## src/rtl/core/srjs_pkg.sv

```systemverilog
package srjs_pkg;

  localparam int NUM_LEGS       = 4;
  localparam int JOINTS_PER_LEG = 3;
  localparam int NUM_JOINTS     = NUM_LEGS * JOINTS_PER_LEG;
  localparam int ADDR_W         = $clog2(NUM_JOINTS);
  localparam int ANG_W          = 17;
  localparam int TGT_W          = 18;

  localparam logic [ANG_W-1:0] ANG_MAX     = 17'd46080;
  localparam logic [13:0]      ROLL_45     = 14'd11520;
  localparam logic [9:0]       FALL_SPEED  = 10'd160;
  localparam logic [15:0]      ACTIVATE_DT = 16'd5000;
  localparam logic [21:0]      SETTLE_US   = 22'd1000000;
  localparam logic [21:0]      TIMER_MAX   = 22'h3FFFFF;
  localparam logic [16:0]      RATE_FALL   = 17'd1600;
  localparam logic [16:0]      RATE_STILL  = 17'd160;
  localparam logic [16:0]      UPRIGHT     = 17'd2560;

  // step = round(|v| * dt / 1e6) = floor(((|v|*dt + 5e5) >> 6) / 15625)
  localparam logic [34:0] SLEW_HALF = 35'd500000;
  localparam logic [29:0] SLEW_REC  = 30'd562949953;  // floor(2^43 / 15625)
  localparam logic [13:0] SLEW_DIV  = 14'd15625;

  // knee = round(k * m * scale / 11520) = floor(((..) + 5760) >> 8) / 45
  localparam logic [12:0] KNEE_HALF  = 13'd5760;
  localparam logic [21:0] KNEE_REC   = 22'd2982616;  // floor(2^27 / 45)
  localparam logic [5:0]  KNEE_DIV   = 6'd45;
  localparam logic [5:0]  KNEE_PRESS = 6'd35;
  localparam logic [5:0]  KNEE_FREE  = 6'd3;

  typedef enum logic [2:0] {
    REG_TICK,
    REG_GAIN,
    REG_MAXSPD,
    REG_KSCALE,
    REG_SAFE_HIP,
    REG_SAFE_THIGH,
    REG_SAFE_KNEE
  } cfg_reg_t;

  typedef struct packed {
    logic              vld;
    logic [ADDR_W-1:0] addr;
    logic [TGT_W-1:0]  tgt;
    logic              set;
  } srjs_req_t;

  typedef struct packed {
    logic              vld;
    logic [ADDR_W-1:0] addr;
    logic [ANG_W-1:0]  data;
    logic              reach;
  } srjs_wr_t;

  function automatic logic [TGT_W-1:0] deg_fix(input logic signed [8:0] d);
    deg_fix = {d[8], d, 8'b0};
  endfunction

  // hip and thigh of the safe poses
  function automatic logic signed [8:0] safe_pose(input logic is_free, input logic j);
    case ({is_free, j})
      2'b00:   safe_pose = 9'sd120;
      2'b01:   safe_pose = 9'sd45;
      2'b10:   safe_pose = 9'sd60;
      default: safe_pose = 9'sd110;
    endcase
  endfunction

  function automatic logic signed [8:0] stage_pose(input logic [1:0] st,
                                                   input logic is_free,
                                                   input logic [1:0] j);
    case ({st, is_free, j})
      5'b00_0_00: stage_pose = 9'sd120;
      5'b00_0_01: stage_pose = 9'sd110;
      5'b00_0_10: stage_pose = -9'sd35;
      5'b00_1_00: stage_pose = 9'sd60;
      5'b00_1_01: stage_pose = 9'sd110;
      5'b00_1_10: stage_pose = -9'sd3;
      5'b01_0_00: stage_pose = 9'sd120;
      5'b01_0_01: stage_pose = 9'sd110;
      5'b01_0_10: stage_pose = 9'sd0;
      5'b01_1_00: stage_pose = 9'sd90;
      5'b01_1_01: stage_pose = 9'sd50;
      5'b01_1_10: stage_pose = -9'sd3;
      5'b10_0_00: stage_pose = 9'sd120;
      5'b10_0_01: stage_pose = 9'sd90;
      5'b10_0_10: stage_pose = 9'sd0;
      5'b10_1_00: stage_pose = 9'sd120;
      5'b10_1_01: stage_pose = 9'sd35;
      5'b10_1_10: stage_pose = -9'sd3;
      5'b11_0_00: stage_pose = 9'sd130;
      5'b11_0_01: stage_pose = 9'sd35;
      5'b11_0_10: stage_pose = -9'sd3;
      5'b11_1_00: stage_pose = 9'sd130;
      5'b11_1_01: stage_pose = 9'sd35;
      5'b11_1_10: stage_pose = -9'sd3;
      default:    stage_pose = 9'sd0;
    endcase
  endfunction

endpackage

```

## src/rtl/core/srjs_ram.sv

```systemverilog
module srjs_ram #(
  parameter int WIDTH = 17,
  parameter int DEPTH = 12
) (
  input  logic                     clk,
  input  logic                     we,
  input  logic [$clog2(DEPTH)-1:0] waddr,
  input  logic [WIDTH-1:0]         wdata,
  input  logic [$clog2(DEPTH)-1:0] raddr,
  output logic [WIDTH-1:0]         rdata
);

  logic [WIDTH-1:0] mem [DEPTH];

  always_ff @(posedge clk) begin
    if (we) begin
      mem[waddr] <= wdata;
    end
    rdata <= mem[raddr];
  end

endmodule

```

## src/rtl/core/srjs_slew.sv

```systemverilog
module srjs_slew import srjs_pkg::*; (
  input  logic             clk,
  input  logic             rst_n,
  input  srjs_req_t        req,
  input  logic [ANG_W-1:0] rd_data,
  input  logic [9:0]       gain,
  input  logic [9:0]       lim,
  input  logic [15:0]      dt,
  output srjs_wr_t         wr,
  output logic             busy
);

  typedef struct packed {
    logic [ADDR_W-1:0] addr;
    logic [TGT_W-1:0]  tgt;
    logic              set;
    logic [ANG_W-1:0]  now;
    logic              reach;
    logic              neg;
  } ctx_t;

  logic [6:1] vld_r;
  ctx_t       c1_r, c2_r, c3_r, c4_r, c5_r, c6_r;

  logic signed [29:0] v2_r;
  logic [33:0]        prod3_r;
  logic [28:0]        y4_r, y5_r;
  logic [15:0]        qe5_r, q6_r;

  logic signed [18:0] err1;
  logic signed [29:0] v1;
  logic signed [29:0] lim256;
  logic [17:0]        mag2;
  logic               neg2;
  logic [34:0]        ysum3;
  logic [58:0]        qprod4;
  logic [29:0]        rem5;
  logic [15:0]        q5;
  logic signed [18:0] sum6;
  logic signed [18:0] res6;
  logic [ANG_W-1:0]   sat6;

  always_comb begin
    err1 = $signed({c1_r.tgt[TGT_W-1], c1_r.tgt})
         - $signed({{2{rd_data[ANG_W-1]}}, rd_data});
    v1   = err1 * $signed({1'b0, gain});
  end

  always_comb begin
    lim256 = $signed({12'b0, lim, 8'b0});
    neg2   = v2_r[29];
    if (v2_r > lim256 || v2_r < -lim256) begin
      mag2 = lim256[17:0];
    end else if (neg2) begin
      mag2 = 18'(-v2_r);
    end else begin
      mag2 = v2_r[17:0];
    end
  end

  always_comb begin
    ysum3  = 35'(prod3_r) + SLEW_HALF;
    qprod4 = 59'(y4_r) * 59'(SLEW_REC);
    rem5   = 30'(y5_r) - 30'(qe5_r) * 30'(SLEW_DIV);
    q5     = (rem5 >= 30'(SLEW_DIV)) ? qe5_r + 16'd1 : qe5_r;
  end

  always_comb begin
    sum6 = $signed({{2{c6_r.now[ANG_W-1]}}, c6_r.now})
         + (c6_r.neg ? -$signed({3'b0, q6_r}) : $signed({3'b0, q6_r}));
    res6 = c6_r.set ? $signed({c6_r.tgt[TGT_W-1], c6_r.tgt}) : sum6;
    if (res6 > $signed({2'b0, ANG_MAX})) begin
      sat6 = ANG_MAX;
    end else if (res6 < -$signed({2'b0, ANG_MAX})) begin
      sat6 = 17'(-$signed({2'b0, ANG_MAX}));
    end else begin
      sat6 = res6[ANG_W-1:0];
    end
  end

  always_ff @(posedge clk) begin
    if (!rst_n) begin
      vld_r <= '0;
    end else begin
      vld_r <= {vld_r[5:1], req.vld};
    end
    c1_r      <= '{addr: req.addr, tgt: req.tgt, set: req.set, now: '0,
                   reach: 1'b0, neg: 1'b0};
    c2_r      <= '{addr: c1_r.addr, tgt: c1_r.tgt, set: c1_r.set, now: rd_data,
                   reach: (err1 < 19'sd128) && (err1 > -19'sd128), neg: 1'b0};
    v2_r      <= v1;
    c3_r      <= '{addr: c2_r.addr, tgt: c2_r.tgt, set: c2_r.set, now: c2_r.now,
                   reach: c2_r.reach, neg: neg2};
    prod3_r   <= 34'(mag2) * 34'(dt);
    c4_r      <= c3_r;
    y4_r      <= ysum3[34:6];
    c5_r      <= c4_r;
    y5_r      <= y4_r;
    qe5_r     <= qprod4[58:43];
    c6_r      <= c5_r;
    q6_r      <= q5;
  end

  assign wr.vld   = vld_r[6];
  assign wr.addr  = c6_r.addr;
  assign wr.data  = sat6;
  assign wr.reach = c6_r.reach;
  assign busy     = |vld_r;

endmodule

```

## src/rtl/core/self_righting_joint_sequencer_core.sv

```systemverilog
// Self-righting joint sequencer.
// Input channel (in_valid/in_stall): one transaction per control tick or
// activate request. Result channel (out_valid/out_stall): twelve joint
// transactions per input, leg 0..3 and joint 0..2 within a leg, the twelfth
// flagged by out_last. stage and fallen show the state after the step.
// Configuration goes through the APB port; pready is tied high.
// Steps: an input runs the knee setup (two reciprocal divides), then issues
// the joints into the 6-stage slew pipeline and waits for it to drain, then
// an update step, then reads each result through the single read port of
// the angle memory. A step in the final stage skips the slew pass. in_stall
// is high from acceptance until the twelfth result sits in the output
// register, so the next input can be taken while that result still waits.
// A stalled result holds in the output register and the sequencer waits.
// Reset clears the stage, timer, flags, configuration to its defaults and
// the per-joint valid bits, so all angles read as zero.
module self_righting_joint_sequencer_core import srjs_pkg::*; (
  input  logic                    clk,
  input  logic                    rst_n,
  input  logic                    in_valid,
  output logic                    in_stall,
  input  logic                    in_func,
  input  logic signed [16:0]      in_roll_angle,
  input  logic signed [16:0]      in_roll_ctrl_angle,
  input  logic signed [15:0]      in_roll_rate,
  input  logic                    in_recover_mode,
  output logic                    out_valid,
  input  logic                    out_stall,
  output logic [1:0]              out_leg_index,
  output logic [1:0]              out_joint_index,
  output logic signed [16:0]      out_joint_angle,
  output logic [2:0]              out_stage,
  output logic                    out_fallen,
  output logic                    out_last,
  input  logic                    psel,
  input  logic                    penable,
  input  logic                    pwrite,
  input  logic [4:0]              paddr,
  input  logic [31:0]             pwdata,
  output logic [31:0]             prdata,
  output logic                    pready
);

  typedef enum logic [3:0] {
    ST_IDLE, ST_KMS, ST_KY, ST_KMUL, ST_KFIX, ST_SLEW, ST_DRAIN, ST_UPD,
    ST_ERD, ST_EWR
  } state_t;

  state_t state_r;

  logic [15:0]       tick_r;
  logic [9:0]        gain_r, maxspd_r, kscale_r;
  logic [16:0]       safe_hip_r, safe_thigh_r, safe_knee_r;

  logic              func_r, recov_r;
  logic signed [16:0] roll_r, ctrl_r;
  logic signed [15:0] rate_r;

  logic [2:0]        stage_r;
  logic [21:0]       timer_r;
  logic              psf_r, fallen_r, all_r;

  logic [23:0]       ms_r;
  logic [20:0]       ky_r;
  logic [15:0]       kq_r;
  logic              ksel_r;
  logic [TGT_W-1:0]  kp_r, kf_r;

  logic [1:0]        leg_r, jnt_r;
  logic [NUM_JOINTS-1:0] jvld_r;
  logic              rdv_r;

  logic              out_valid_r, out_fallen_r, out_last_r;
  logic [1:0]        out_leg_r, out_jnt_r;
  logic [ANG_W-1:0]  out_ang_r;
  logic [2:0]        out_stage_r;

  logic [ADDR_W-1:0] addr;
  logic [ANG_W-1:0]  rdata, rd_m;
  srjs_req_t         req;
  srjs_wr_t          wr;
  logic              busy;

  logic              fall_mode, safe_mode, move_mode;
  logic signed [16:0] ksrc;
  logic [16:0]       kabs;
  logic [13:0]       km;
  logic [29:0]       kprod;
  logic [47:0]       kmul;
  logic [21:0]       krem;
  logic [15:0]       kq;
  logic [9:0]        lim;
  logic [15:0]       dt;
  logic              front, is_free;
  logic [TGT_W-1:0]  hip_thigh, tgt_press, tgt_free;
  logic [16:0]       rabs, cabs;
  logic [22:0]       tsum;
  logic [21:0]       tsat;
  logic              accept, out_free;

  assign addr      = ADDR_W'({leg_r, 1'b0}) + ADDR_W'(leg_r) + ADDR_W'(jnt_r);
  assign rd_m      = rdv_r ? rdata : '0;
  assign accept    = in_valid && !in_stall;
  assign in_stall  = (state_r != ST_IDLE);
  assign out_free  = !out_valid_r || !out_stall;
  assign pready    = 1'b1;

  assign fall_mode = func_r || (stage_r == 3'd0);
  assign safe_mode = !func_r && (stage_r == 3'd1);
  assign move_mode = !func_r && (stage_r >= 3'd2) && (stage_r <= 3'd6);

  always_comb begin
    ksrc  = safe_mode ? roll_r : ctrl_r;
    kabs  = ksrc[16] ? 17'(-ksrc) : 17'(ksrc);
    km    = (kabs > 17'(ROLL_45)) ? ROLL_45 : kabs[13:0];
    kprod = 30'(ms_r) * 30'(ksel_r ? KNEE_FREE : KNEE_PRESS) + 30'(KNEE_HALF);
    kmul  = 48'(ky_r) * 48'(KNEE_REC);
    krem  = 22'(ky_r) - 22'(kq_r) * 22'(KNEE_DIV);
    kq    = (krem >= 22'(KNEE_DIV)) ? kq_r + 16'd1 : kq_r;
  end

  always_comb begin
    lim       = fall_mode ? FALL_SPEED : maxspd_r;
    dt        = func_r ? ACTIVATE_DT : tick_r;
    front     = !leg_r[1];
    hip_thigh = '0;
    tgt_press = (jnt_r == 2'd2) ? kp_r : deg_fix(safe_pose(1'b0, jnt_r[0]));
    tgt_free  = (jnt_r == 2'd2) ? kf_r : deg_fix(safe_pose(1'b1, jnt_r[0]));
    req.vld   = (state_r == ST_SLEW);
    req.addr  = addr;
    req.tgt   = tgt_press;
    req.set   = 1'b1;
    is_free   = 1'b0;
    if (fall_mode) begin
      is_free  = ctrl_r[16] ? front : !front;
      req.tgt  = is_free ? tgt_free : tgt_press;
      req.set  = !is_free;
    end else if (safe_mode) begin
      is_free  = (front == roll_r[16]);
      req.tgt  = is_free ? tgt_free : tgt_press;
    end else begin
      is_free  = (front != psf_r);
      hip_thigh = deg_fix(stage_pose(2'(stage_r - 3'd2), is_free, jnt_r));
      req.set  = 1'b0;
      if (stage_r == 3'd6) begin
        case (jnt_r)
          2'd0:    req.tgt = {safe_hip_r[16], safe_hip_r};
          2'd1:    req.tgt = {safe_thigh_r[16], safe_thigh_r};
          default: req.tgt = {safe_knee_r[16], safe_knee_r};
        endcase
      end else begin
        req.tgt = hip_thigh;
      end
    end
  end

  always_comb begin
    rabs = rate_r[15] ? 17'(-rate_r) : 17'(rate_r);
    cabs = ctrl_r[16] ? 17'(-ctrl_r) : 17'(ctrl_r);
    tsum = 23'(timer_r) + 23'(tick_r);
    tsat = (tsum > 23'(TIMER_MAX)) ? TIMER_MAX : tsum[21:0];
  end

  always_comb begin
    prdata = '0;
    case (paddr[4:2])
      REG_TICK:       prdata = 32'(tick_r);
      REG_GAIN:       prdata = 32'(gain_r);
      REG_MAXSPD:     prdata = 32'(maxspd_r);
      REG_KSCALE:     prdata = 32'(kscale_r);
      REG_SAFE_HIP:   prdata = {{15{safe_hip_r[16]}}, safe_hip_r};
      REG_SAFE_THIGH: prdata = {{15{safe_thigh_r[16]}}, safe_thigh_r};
      REG_SAFE_KNEE:  prdata = {{15{safe_knee_r[16]}}, safe_knee_r};
      default:        prdata = '0;
    endcase
  end

  always_ff @(posedge clk) begin
    if (!rst_n) begin
      tick_r       <= 16'd5000;
      gain_r       <= 10'd100;
      maxspd_r     <= 10'd66;
      kscale_r     <= 10'd384;
      safe_hip_r   <= '0;
      safe_thigh_r <= '0;
      safe_knee_r  <= '0;
    end else if (psel && penable && pwrite) begin
      unique case (paddr[4:2])
        REG_TICK:       tick_r       <= pwdata[15:0];
        REG_GAIN:       gain_r       <= pwdata[9:0];
        REG_MAXSPD:     maxspd_r     <= pwdata[9:0];
        REG_KSCALE:     kscale_r     <= pwdata[9:0];
        REG_SAFE_HIP:   safe_hip_r   <= pwdata[16:0];
        REG_SAFE_THIGH: safe_thigh_r <= pwdata[16:0];
        REG_SAFE_KNEE:  safe_knee_r  <= pwdata[16:0];
        default: ;
      endcase
    end
  end

  always_ff @(posedge clk) begin
    if (!rst_n) begin
      jvld_r <= '0;
    end else if (wr.vld) begin
      jvld_r[wr.addr] <= 1'b1;
    end
    rdv_r <= jvld_r[addr];
  end

  always_ff @(posedge clk) begin
    if (!rst_n) begin
      state_r     <= ST_IDLE;
      stage_r     <= '0;
      timer_r     <= '0;
      psf_r       <= 1'b0;
      fallen_r    <= 1'b0;
      all_r       <= 1'b1;
      ksel_r      <= 1'b0;
      leg_r       <= '0;
      jnt_r       <= '0;
      out_valid_r <= 1'b0;
    end else begin
      if (out_valid_r && !out_stall) begin
        out_valid_r <= 1'b0;
      end
      if (wr.vld && !wr.reach) begin
        all_r <= 1'b0;
      end
      unique case (state_r)
        ST_IDLE: begin
          if (accept) begin
            state_r <= ST_KMS;
            ksel_r  <= 1'b0;
          end
        end
        ST_KMS: begin
          state_r <= ST_KY;
        end
        ST_KY: begin
          state_r <= ST_KMUL;
        end
        ST_KMUL: begin
          state_r <= ST_KFIX;
        end
        ST_KFIX: begin
          if (!ksel_r) begin
            ksel_r  <= 1'b1;
            state_r <= ST_KY;
          end else begin
            leg_r   <= '0;
            jnt_r   <= '0;
            all_r   <= 1'b1;
            state_r <= (fall_mode || safe_mode || move_mode) ? ST_SLEW : ST_UPD;
          end
        end
        ST_SLEW: begin
          if (jnt_r == 2'd2) begin
            jnt_r <= '0;
            leg_r <= leg_r + 2'd1;
            if (leg_r == 2'd3) begin
              state_r <= ST_DRAIN;
            end
          end else begin
            jnt_r <= jnt_r + 2'd1;
          end
        end
        ST_DRAIN: begin
          if (!busy) begin
            state_r <= ST_UPD;
          end
        end
        ST_UPD: begin
          state_r <= ST_ERD;
          if (func_r) begin
            fallen_r <= 1'b1;
            timer_r  <= '0;
            stage_r  <= '0;
          end else if (stage_r == 3'd0 || stage_r == 3'd1) begin
            if ((stage_r == 3'd0) ? (rabs < RATE_FALL && recov_r) : (rabs < RATE_STILL)) begin
              if (tsat > SETTLE_US) begin
                timer_r <= '0;
                stage_r <= stage_r + 3'd1;
                if (stage_r == 3'd1) begin
                  psf_r <= (ctrl_r > 17'sd0);
                end
              end else begin
                timer_r <= tsat;
              end
            end else begin
              timer_r <= '0;
            end
          end else if (move_mode && all_r) begin
            if (stage_r != 3'd6) begin
              stage_r <= stage_r + 3'd1;
            end else if (cabs < UPRIGHT) begin
              fallen_r <= 1'b0;
              stage_r  <= 3'd7;
            end
          end
        end
        ST_ERD: begin
          if (out_free) begin
            state_r <= ST_EWR;
          end
        end
        ST_EWR: begin
          out_valid_r <= 1'b1;
          out_last_r  <= (leg_r == 2'd3) && (jnt_r == 2'd2);
          if (jnt_r == 2'd2) begin
            jnt_r <= '0;
            leg_r <= leg_r + 2'd1;
            state_r <= (leg_r == 2'd3) ? ST_IDLE : ST_ERD;
          end else begin
            jnt_r   <= jnt_r + 2'd1;
            state_r <= ST_ERD;
          end
        end
        default: state_r <= ST_IDLE;
      endcase
    end
    if (accept) begin
      func_r  <= in_func;
      roll_r  <= in_roll_angle;
      ctrl_r  <= in_roll_ctrl_angle;
      rate_r  <= in_roll_rate;
      recov_r <= in_recover_mode;
    end
    if (state_r == ST_KMS) begin
      ms_r <= 24'(km) * 24'(kscale_r);
    end
    if (state_r == ST_KY) begin
      ky_r <= kprod[28:8];
    end
    if (state_r == ST_KMUL) begin
      kq_r <= kmul[42:27];
    end
    if (state_r == ST_KFIX) begin
      if (ksel_r) begin
        kf_r <= 18'(0) - 18'(kq);
      end else begin
        kp_r <= 18'(0) - 18'(kq);
      end
    end
    if (state_r == ST_EWR) begin
      out_leg_r   <= leg_r;
      out_jnt_r   <= jnt_r;
      out_ang_r   <= rd_m;
      out_stage_r <= stage_r;
      out_fallen_r <= fallen_r;
    end
  end

  srjs_ram #(
    .WIDTH (ANG_W),
    .DEPTH (NUM_JOINTS)
  ) u_ram (
    .clk   (clk),
    .we    (wr.vld),
    .waddr (wr.addr),
    .wdata (wr.data),
    .raddr (addr),
    .rdata (rdata)
  );

  srjs_slew u_slew (
    .clk     (clk),
    .rst_n   (rst_n),
    .req     (req),
    .rd_data (rd_m),
    .gain    (gain_r),
    .lim     (lim),
    .dt      (dt),
    .wr      (wr),
    .busy    (busy)
  );

  assign out_valid       = out_valid_r;
  assign out_leg_index   = out_leg_r;
  assign out_joint_index = out_jnt_r;
  assign out_joint_angle = out_ang_r;
  assign out_stage       = out_stage_r;
  assign out_fallen      = out_fallen_r;
  assign out_last        = out_last_r;

endmodule

```

## config.mk

```make
export PLATFORM = sky130hd
export DESIGN_NAME = self_righting_joint_sequencer_core
export DESIGN_NICKNAME = d
export VERILOG_FILES = /design/src/rtl/core/srjs_pkg.sv /design/src/rtl/core/srjs_ram.sv /design/src/rtl/core/srjs_slew.sv /design/src/rtl/core/self_righting_joint_sequencer_core.sv
export SDC_FILE = /design/constraint.sdc
export NUM_CORES = 2
export LEC_CHECK = 0
export ABC_AREA = 1
export BUFFER_PORTS_ARGS = -buffer_cell sky130_fd_sc_hd__buf_2
export CORE_ASPECT_RATIO = 1.25
export CORE_UTILIZATION = 55
export CTS_BUF_LIST = sky130_fd_sc_hd__clkbuf_16
export CTS_CLUSTER_SIZE = 40
export DETAILED_ROUTE_END_ITERATION = 8
export PLACE_DENSITY = 0.79
export SETUP_SLACK_MARGIN = 0.2
export SYNTH_ARGS = -nofsm -noshare
export SYNTH_HDL_FRONTEND = slang
export SYNTH_SLANG_ARGS = --single-unit
```

## constraint.sdc

```tcl
create_clock -name clk -period 8.8 [get_ports clk]
set_input_delay 1.76 -clock clk [delete_from_list [all_inputs] [get_ports clk]]
set_output_delay 1.76 -clock clk [all_outputs]
set_load 0.1 [all_outputs]
```

==> metrics.cfg <==
[status]
run_status = completed

[layout]
multi_input_area_um2 = 58000
drive_gt1_share_pct = 7.30
nets = 12500
seq_area_um2 = 22300
final_cell_count_no_fill = 12400
final_cell_mix = inv_1 (2098), nand2_1 (1476), ha_1 (1059)
fill_cells = 13100
area_delta_synth_final_pct = 9.48
final_common_cell = inv_1

[critical_path]
cpLargestDelayFamily = adder cells
reg2regPathDepth = 47
critPathMaxStageDelay_ps = 580
cp.buffers_inverters = 11
r2r_slack_ps = 410
crit_required_ps = 9370
arrival_ps = 8960
cp-start-kind = register
cp_num_cells = 47
critical_path_class = reg -> reg
crit_path_end_kind = register
crit_top_cell = nand2_1
cp_max_fo = 6
slowest_stage = fa_1

[yosys]
avgSynthCellArea_um2 = 8.77
synth_ff_type = dfxtp_1
synth_cell_type_count = 61
syn_area_um2 = 88100
seq_area_frac_synth_pct = 25.3
synth-seq-cells = 923
syn_inst = 10000
yosysWarnings = 0
synth_edf_count = 377
syn_nets = 12300
postSynth.asyncResetShare_pct = 0

[placement]
dp_hpwl_um = 185000
gp_congestion = 1.00
io_buffers = 138
numPlacedInstances = 12200

[die]
ioPinCount = 157
start_util_pct = 55.6
die_x_um = 360
row_count = 163
die_h_um = 449
die-area_um2 = 162000
coreArea_um2 = 158000

[timing]
final-hold-violation-count = 0
setup_violations = 0
rsz0062_at_grt = yes
worst-slew-pin-transition_ps = 1380
fin_crit_sh_pct = 95.4
period_minus_slack_ps = 8390
final.setup_skew_ps = 81.3
relSlewSlack_pct = 6.71
slew_violations = 0
fmax_ghz = 0.119

[flow_run]
maxCapViolations = 0

[grt]
overflow = 0
grt_pass1_wl_um = 368000
grt_max_degree = 109
grt_pass1_vias = 71100
antenna_found_initial = 11
globalRouteTotalUtil_pct = 28.7

[clocking]
cts.sinks = 923
cts_made_buffers = 91
tritoncts = yes
clk_pin_slew_ps = 70
holdBufCountCts = 0
cts-root-buf = clkbuf_16
clock_latency_ps = 750
clockBufferDepth = 3
htree_num_levels = 3

[min_path]
hold_depth = 0
hp-class = reg -> reg

[routing]
avgRoutedWirePerCell_um = 18.7
routed_wl_um = 232000
vias = 69100
first_iter_violations = 5066
drc = 0
drt_first_pass_iters = 9
vias_per_cell = 5.56
postRouteAntennaNets = 0

[worst reg2reg max path: cells and delay by family (launching register included)]
| kind | cells | cell delay [ps] |
|---|---|---|
| compound gates | 3 | 490 |
| flops | 1 | 340 |
| simple gates | 22 | 2190 |
| buf+inv | 11 | 910 |
| fa+ha+maj | 9 | 3950 |
| xor+xnor | 2 | 340 |
[metrics by stage]
step                      setup slack [ps]  TNS [ps]  hold WS [ps]  instance area (µm²)  util [%]
after CTS                              200         0           297                95200      60.1
after detailed placement              -159      -901           312                91900      58.0
final                                  408         0           284                96400      60.8
after global placement               -94.7      -488           310                91900      58.0
after global routing                  50.6         0           314                96400      60.8
after floorplan                        218         0           310                88100         -
[worst paths after layout]
check | endpoint | from
max | u_slew.prod3_r[30] | stage_r[0]
min | u_slew.c5_r[2] | u_slew.c4_r[2]
max reg2reg | u_slew.prod3_r[30] | stage_r[0]
min reg2reg | u_slew.c5_r[2] | u_slew.c4_r[2]
[timing repair]
item / in CTS / in global routing
pin swaps: 16 / 114
gates cloned: 0 / 2
setup buffers: 2 / 24
endpoints found under the setup margin: 21 / 32
gates resized for setup: 42 / 267
[layout make-up]
class                   instances  share of cell area, %
diodes                          4                 0.0104
clock buffers                  99                   2.57
clock inverters                72                  0.729
inverters                    2136                   8.35
multi-input cells            6791                   60.2
flip-flops and latches        923                   23.1
well taps                    2062                   2.68
repair buffers                333                   2.38
[cell usage after synthesis, drive strengths merged (19+ instances only)]
| cell type | n | area share [%] |
|---|---|---|
| nand2 | 1527 | 6.5 |
| ha | 1079 | 15 |
| nand4 | 111 | 0.79 |
| nor2 | 977 | 4.2 |
| o211ai | 31 | 0.26 |
| or2 | 22 | 0.16 |
| edfxtp | 377 | 13 |
| nor3 | 82 | 0.47 |
| a31oi | 28 | 0.20 |
| buf | 40 | 0.28 |
| a21oi | 476 | 2.7 |
| xnor2 | 103 | 1.0 |
| fa | 1049 | 24 |
| inv | 2117 | 9.0 |
| dfxtp | 546 | 12 |
| xor2 | 211 | 2.1 |
| o21ai | 497 | 2.8 |
| o22ai | 57 | 0.40 |
| o21bai | 20 | 0.17 |
| o221ai | 49 | 0.49 |
| a21o | 25 | 0.21 |
| clkbuf | 155 | 0.66 |
| clkinv | 19 | 0.081 |
| nand3 | 310 | 1.8 |
| nor4 | 26 | 0.18 |
[logic make-up after synthesis]
logic type	count (synthesis)	share of synthesized area (%)
xor gates and xnor gates	314	3.14
AOI/OAI and AO/OA	1262	8.02
buffers and inverters	2331	10.0
other	1	0.00426
muxes	3	0.0341
and+or+nand+nor	3082	14.3
adders and majority gates	2128	39.2
DFF	923	25.3
[registers in the layout (all words and copies together) (netlist names), 21 cells and up]
| name | cells |
|---|---|
| u_slew.c2_r | 40 |
| u_slew.prod3_r | 29 |
| u_slew.c6_r | 36 |
| u_slew.y4_r | 29 |
| ms_r | 24 |
| u_slew.v2_r | 30 |
| u_slew.c5_r | 41 |
| timer_r | 22 |
| u_slew.c1_r | 22 |
| u_slew.y5_r | 29 |
| u_slew.c4_r | 41 |
| u_slew.c3_r | 41 |
| u_ram.mem | 204 |
| ky_r | 21 |
[layer usage]
layer / track usage, % / vias up / part of all wire, %
met5: 0 / - / 0.036
li1: - / 32300 / -
met1: 34.7 / 33400 / 39
met2: 49.6 / 2807 / 49
met3: 4.64 / 647 / 7.6
met4: 13.9 / 12 / 5.3
Power is left out: the tool's default activity adds up to more than one toggle a clock period on the data nets, which glitch-free logic cannot reach.
